`src/rtl/route_precedence_check_and_tour_cost_assert.svh`:
```
// Assertion helpers for the tour cost block.
`ifndef ROUTE_PRECEDENCE_CHECK_AND_TOUR_COST_ASSERT_SVH
`define ROUTE_PRECEDENCE_CHECK_AND_TOUR_COST_ASSERT_SVH

// Same-cycle implication, checked outside reset.
`define RPCTC_ASSERT_IMPL(label, ante, cons) \
  label: assert property (@(posedge clk_i) disable iff (!rst_ni) (ante) |-> (cons)) \
    else $error("rpctc: same-cycle check failed");

// Next-cycle implication, checked outside reset.
`define RPCTC_ASSERT_NEXT(label, ante, cons) \
  label: assert property (@(posedge clk_i) disable iff (!rst_ni) (ante) |=> (cons)) \
    else $error("rpctc: next-cycle check failed");

`endif

```
`src/rtl/rpctc_ram.sv`:
```
module rpctc_ram #(
  parameter int WIDTH = 8,
  parameter int DEPTH = 64
) (
  input  logic                     clk_i,
  input  logic                     we_i,
  input  logic [$clog2(DEPTH)-1:0] addr_i,
  input  logic [WIDTH-1:0]         wdata_i,
  output logic [WIDTH-1:0]         rdata_o
);

  logic [WIDTH-1:0] mem_q [DEPTH];
  logic [WIDTH-1:0] rdata_q;

  always_ff @(posedge clk_i) begin
    if (we_i) begin
      mem_q[addr_i] <= wdata_i;
    end
    rdata_q <= mem_q[addr_i];
  end

  assign rdata_o = rdata_q;

endmodule

```
`config.mk`:
```
export PLATFORM = sky130hd
export DESIGN_NAME = rpctc_ram
export DESIGN_NICKNAME = d
export VERILOG_FILES = /design/src/rtl/route_precedence_check_and_tour_cost_assert.svh /design/src/rtl/rpctc_ram.sv
export SDC_FILE = /design/constraint.sdc
export NUM_CORES = 1
export LEC_CHECK = 0
export CAP_MARGIN = 10
export CORE_ASPECT_RATIO = 1.25
export CORE_UTILIZATION = 58
export DETAILED_ROUTE_END_ITERATION = 10
export DONT_BUFFER_PORTS = 1
export GPL_ROUTABILITY_DRIVEN = 0
export PLACE_DENSITY = 0.74
export SYNTH_ARGS = -nofsm -noshare
export SYNTH_HDL_FRONTEND = slang
export SYNTH_SLANG_ARGS = --single-unit
```
`constraint.sdc`:
```
create_clock -name clk_i -period 6.1 [get_ports clk_i]
set_input_delay 1.22 -clock clk_i [delete_from_list [all_inputs] [get_ports clk_i]]
set_output_delay 1.22 -clock clk_i [all_outputs]
set_load 0.1 [all_outputs]
```
; Yosys cells after proc, flatten, opt, wreduce, memory -nomap -nowiden
; Memories as Yosys holds them, arrays and structs flattened. A register that Yosys moved wholly into a read port is not among the register bits.
; Cells that the tools add are included.
[op_classes]
muxes = 2
[op_table]
columns = cell, n
row1 = $mux W1, 2
[totals]
regBits = 0
mem_bits_rw = 512
inputBits = 16
out_inout_bits = 8
word_cells = 3
mem_count = 1
[memory_table]
columns = memory, depth, word_bits, read_ports, rd_clocked_by_memory_dff, wr, line
row1 = mem_q, 64, 8, 1, 1, 1, rpctc_ram.sv:12  ; logic [WIDTH-1:0] mem_q [DEPTH];

; Longest topological paths before layout
; Gate-level depths: netlist of the first run.
[depth]
word_depth = 2
ltp_mapped = 10
mapped_depth_nobuf = 5

; Worst setup path after synthesis of the first run
; OpenSTA, ideal clock, no wires.
[synth_timing]
kind = input -> register
startpoint = input port addr_i[1]
endpoint = memory mem_q[13][0] (enable)
setup_ns = 0.370
arrival_time_ns = 2.948
required_time_ns = 5.730
path_slack_ns = 2.781
stages = 7
path_buffers = 4
cell_sequence = buf_6 -> buf_6 -> nor2b_1 -> clkbuf_1 -> clkbuf_1 -> nand3_1 -> nor2_1
[synth_rtl]
columns = element, line
row1 = start: declaration, rpctc_ram.sv:7  ; input logic [$clog2(DEPTH)-1:0] addr_i,
row2 = end: declaration, rpctc_ram.sv:12
; Straight into the memory's write port.

; Worst setup path after layout of the first run
[layout_timing]
startpoint = input port addr_i[1]
endpoint = memory mem_q[63][5] (enable)
; Straight into the memory's write port.

==> impl_metrics.toml, run 1 <==
[worst_setup_path]
crit_buf_inv = 0
path_cells = "and2_1 -> nand3_1 -> nor2_1"
crit_type = "primary input to flop"
cp_max_fo = 124
critical-path-max-stage-delay_ns = 0.85
cpMaxStageDelayCell = "nor2_1"
critPathTopFamily = "simple AND/OR/NAND/NOR gates"
end_kind = "flop"
crit_path_start_kind = "primary input"
required_ns = 6.30
arrival_ns = 3.69

[final_layout]
fin_cells = 1652
drive_gt1_frac = 0.110
nets = 1164
finish.instance_area_um2 = 22200
area_growth_syn_to_layout_pct = 8.60
antenna_cells = 0
fin_util = 0.642
final_common_cell = "edfxtp_1"
mostFrequentLayoutCells = "edfxtp_1, nor2_1, mux2i_1"

[logic_synthesis]
syn-num-nets = 1187
synth_area_um2 = 20400
ys_types = 56
ys_seq_area_frac = 0.760
synth_edf_count = 512
yosysWarnings = 0
ys.flop_type = "edfxtp_1"
synthCells = 1171
syn-mean-instance-area_um2 = 17.5
ys_ff_latch = 520
synthArstFlopShare = 0

[clocking]
cts.sinks = 520
cts_resized = 0
cts_setup_buffers = 0
clk_latency_ns = 0.58
clk_pin_slew_ns = 0.07
cts_tree = "yes"
ctsHtreeMaxLevel = 2
ctsLongestPathBuffers = 3
root_buffer = "clkbuf_16"
cts_buffers = 46
cts_hold_buffers = 0

[min_path]
hold_path.class = "flop to flop"

[power_and_ir_drop]
power.density_nw_per_um2 = 324
p_leak_nw = 6.98
peakVddDrop_v = 0.000185
p_total_w = 0.00720

[detailed_routing]
routedWlPerCell_um = 30.5
vias = 11300
antenna_left = 0
firstDrtPassIters = 6
drc = 0
drt_iter0_markers = 1683
viasPerCell = 6.84
drt-total-wl_mm = 50.4

[place]
dpl.hpwl_mm = 29.5
placed_area_um2 = 20700
dp_cells = 1568
io_buffers = 0

[sta]
slew_violations = 0
hold_viol_final = 0
final.period_utilization = 0.573
finalSetupViolCount = 0
slew_headroom = 0.212
grt_setup_unrepaired = "false"
finalClockSkew_ns = 0.0213
layout_min_cycle_time_ns = 3.49
tightest_slew_ns = 1.18
fin_tns_setup_ns = 0
fmax_mhz = 286

[floorplanning]
boundaryPins = 24
die_h_um = 212
core_area_um2 = 34600
core.rowCount = 76
initial_core_util = 0.591
die_w_um = 170
die_area_um2 = 36000

[flow_run]
max_cap_viol_count = 0

[global_route]
grt_use_total = 0.290
overflow = 0
grt_pass1_wl_mm = 73.9
grt_max_degree = 152
antenna_found_initial = 1
grt_pass1_vias = 11200

[outcome]
status = "complete, no violations"
[worst min-delay path: stages (launching register included)]
cell	delay [ns]
edfxtp_1	0.32
o2bb2ai_1	0.16
o31ai_1	0.10
nand4_1	0.07
[stage by stage]
| step | hold slack (ns) | worst slack, ns |
|---|---|---|
| final | 0.673 | 2.61 |
| after global placement | 0.630 | 2.43 |
| after global routing | 0.716 | 2.62 |
| after floorplan | 0.563 | 2.78 |
| after detailed placement | 0.650 | 2.28 |
| after CTS | 0.658 | 2.90 |
[cell usage after synthesis, types with 4 or more instances]
library cell | instances | area [um2]
buf_6 | 5 | 56.3
clkbuf_1 | 36 | 135
a32oi_1 | 7 | 61.3
a211oi_1 | 6 | 45.0
or3b_2 | 5 | 43.8
and2_1 | 9 | 56.3
o2bb2ai_1 | 7 | 61.3
a221oi_1 | 21 | 184
a31oi_1 | 15 | 93.8
mux2_1 | 7 | 78.8
and3_1 | 9 | 56.3
o221ai_1 | 9 | 78.8
a221o_1 | 11 | 110
a22o_1 | 10 | 87.6
mux2_2 | 5 | 56.3
mux4_2 | 41 | 923
buf_2 | 30 | 150
dfxtp_1 | 8 | 160
nand3_1 | 8 | 40.0
nor2b_1 | 8 | 50.1
mux2i_1 | 63 | 631
o21ai_0 | 9 | 45.0
nand3b_1 | 12 | 90.1
nand2b_1 | 24 | 150
o22a_1 | 11 | 96.3
edfxtp_1 | 512 | 15400
o31ai_1 | 5 | 37.5
o22ai_1 | 22 | 138
nor2_1 | 82 | 308
a21oi_1 | 28 | 140
a22oi_1 | 40 | 300
a21o_1 | 4 | 30.0
nand2_1 | 45 | 169
buf_4 | 4 | 30.0
and4_1 | 6 | 52.6
buf_1 | 6 | 22.5
[cell type report]
type                       count  area, um2
multi-input combinational    567       4510
inverter                       3       11.3
tap                          468        586
fill                        2343      12400
timing repair buffer          10       75.1
clock buffer                  61       1250
sequential                   520      15500
clock inverter                23        240
[power by group]
group / total, W / switching [W] / internal [W]
sequential: 0.00403 / 0.0000731 / 0.00395
clock: 0.00291 / 0.00126 / 0.00165
combinational: 0.000262 / 0.000157 / 0.000106
[sequential cells by signal, summed over array words and instances (netlist names)]
register	flops
mem_q	512
rdata_o	8
[path summary, 6_finish.rpt]
path	startpoint	endpoint	slack (ns)	depth (start not counted)
worst min-delay path	mem_q[3][4]	rdata_o[4]	0.67	3
worst min register to register	mem_q[3][4]	rdata_o[4]	0.67	3
worst max-delay path	addr_i[1]	mem_q[63][5]	2.61	3
worst max register to register	mem_q[38][5]	rdata_o[5]	3.84	5
[cell families (layout without fill, tap and decap cells)]
group,after synthesis,after routing,share of synthesized area
and+or+nand+nor,229,229,0.0571
DFF,520,520,0.760
muxes,116,116,0.0826
AOI/OAI and AO/OA,222,222,0.0808
buffers and inverters,84,97,0.0198
[per-layer routing]
metal / share of wire / wire length (um) / GRT usage
met2: 0.49 / 24600 / 0.467
met4: 0.048 / 2450 / 0.140
met1: 0.36 / 18100 / 0.378
met5: 0.00022 / 11 / 0
met3: 0.10 / 5180 / 0.0636
No activity file was read; power rests on OpenSTA's default activity.
==> run 2: changes to the inputs <==
==> constraint.sdc (replaced) <==
create_clock -name clk_i -period 3.45 [get_ports clk_i]
set_input_delay 0.69 -clock clk_i [delete_from_list [all_inputs] [get_ports clk_i]]
set_output_delay 0.69 -clock clk_i [all_outputs]
set_load 0.1 [all_outputs]
==> impl_metrics.toml, run 2 (same netlist as run 1, synthesis figures left out) <==
[outcome]
status = "complete, no violations"

[detailed_routing]
routed-wl-met2_mm = 23.9
viasPerCell = 6.65
firstDrtPassIters = 6
vias = 11400
routedWlPerCell_um = 29.0
antenna_left = 0
drc = 0
m1WireLength_mm = 18.3
met3_length_mm = 5.02
drt_iter0_markers = 1614
drt-total-wl_mm = 49.4
top_layer = "met4"

[power_and_ir_drop]
power.density_nw_per_um2 = 558
peakVddDrop_v = 0.000323
p_leak_nw = 7.25

[min_path]
hold_path.class = "primary input to flop"

[final_layout]
mostFrequentLayoutCells = "edfxtp_1, nor2_1, mux2i_1, buf_4, clkbuf_16"
final_common_cell = "edfxtp_1"
fin_cells = 1707
top_register = "mem_q"
largest_register_ffs = 512
drive_gt1_frac = 0.151
antenna_cells = 0
fin_util = 0.653
nets = 1219
area_growth_syn_to_layout_pct = 10.5

[global_route]
grt_pass1_vias = 11000
grt_pass1_wl_mm = 72.7
antenna_found_initial = 0
grt_max_degree = 152
grt_use_total = 0.284
overflow = 0

[worst_setup_path]
cp_max_fo = 84
end_kind = "flop"
required_ns = 3.83
crit_path_start_kind = "primary input"
arrival_ns = 3.16
crit_type = "primary input to flop"

[sta]
fin_tns_setup_ns = 0
slew_violations = 0
layout_min_cycle_time_ns = 2.78
finalSetupViolCount = 0
tightest_slew_ns = 1.10
slew_headroom = 0.259
grt_setup_unrepaired = "false"
fmax_mhz = 359
hold_viol_final = 0
finalClockSkew_ns = 0.0245
final.period_utilization = 0.807

[floorplanning]
core_area_um2 = 34600
die_h_um = 212
boundaryPins = 24
die_w_um = 170
core.rowCount = 76
die_area_um2 = 36000
initial_core_util = 0.591

[clocking]
cts_hold_buffers = 0
cts.sinks = 520
cts_buffers = 47
ctsHtreeMaxLevel = 2
clk_latency_ns = 0.57
ctsLongestPathBuffers = 3
cts_setup_buffers = 0
clk_pin_slew_ns = 0.06
cts_resized = 0
cts_tree = "yes"
root_buffer = "clkbuf_16"

[place]
dp_cells = 1622
io_buffers = 0
dpl.hpwl_mm = 29.5

[flow_run]
max_cap_viol_count = 0
[run 2: cell count changes in the layout (fill, tap and decap cells not counted), moves of 2 or more]
| cell | before | now |
|---|---|---|
| buf_4 | 10 | 63 |
| clkbuf_1 | 12 | 7 |
| clkinv_1 | 8 | 11 |
| clkinv_2 | 7 | 10 |
| clkinvlp_4 | 1 | 4 |
| clkbuf_8 | 2 | 0 |
[run 2: worst paths after layout]
check                from            to  slack, ns  cells after the start
max reg2reg  mem_q[15][0]    rdata_o[0]       1.15                      4
max             addr_i[0]    rdata_o[0]       0.67                      7
min reg2reg   mem_q[3][0]    rdata_o[0]       0.69                      3
min            wdata_i[6]  mem_q[21][6]       0.22                      0
[run 2: final cells by class]
type                    instances  area, um2
clock buffers                  54       1200
clock inverters                31        259
fillers                      2326      12000
inverters                       3       11.3
multi-input cells             567       4510
flip-flops and latches        520      15500
well taps                     468        586
repair buffers                 64        493
[run 2: critical path: stages]
cell	delay, ns
inv_1	0.37
buf_4	0.31
buf_4	0.18
mux4_2	0.23
o32ai_1	0.16
nor4_1	0.97
nand4_1	0.22
[run 2: metal layers]
metal / up-vias / GRT usage
met1: 5690 / 0.381
met5: - / 0
met3: 128 / 0.0518
met2: 724 / 0.453
li1: 4811 / -
met4: 0 / 0.130
[run 2: report_power, final]
part	switching (W)	internal (W)	leakage, nW
combinational	0.000270	0.000200	1.87
sequential	0.000134	0.00699	4.67
clock	0.00222	0.00280	0.710
total	0.00262	0.00999	7.25
[run 2: stage by stage]
step	setup WS [ns]	hold slack [ns]	power [W]	instance area, um2
6_report	0.666	0.215	0.0126	22600
5_1_grt	0.674	0.203	0.0129	22600
4_1_cts	0.889	0.201	0.0126	22600
3_5_place_dp	0.311	0.670	0.00772	21100
3_3_place_gp	0.289	0.672	0.00771	21100
2_1_floorplan	0.661	0.563	0.00763	20400
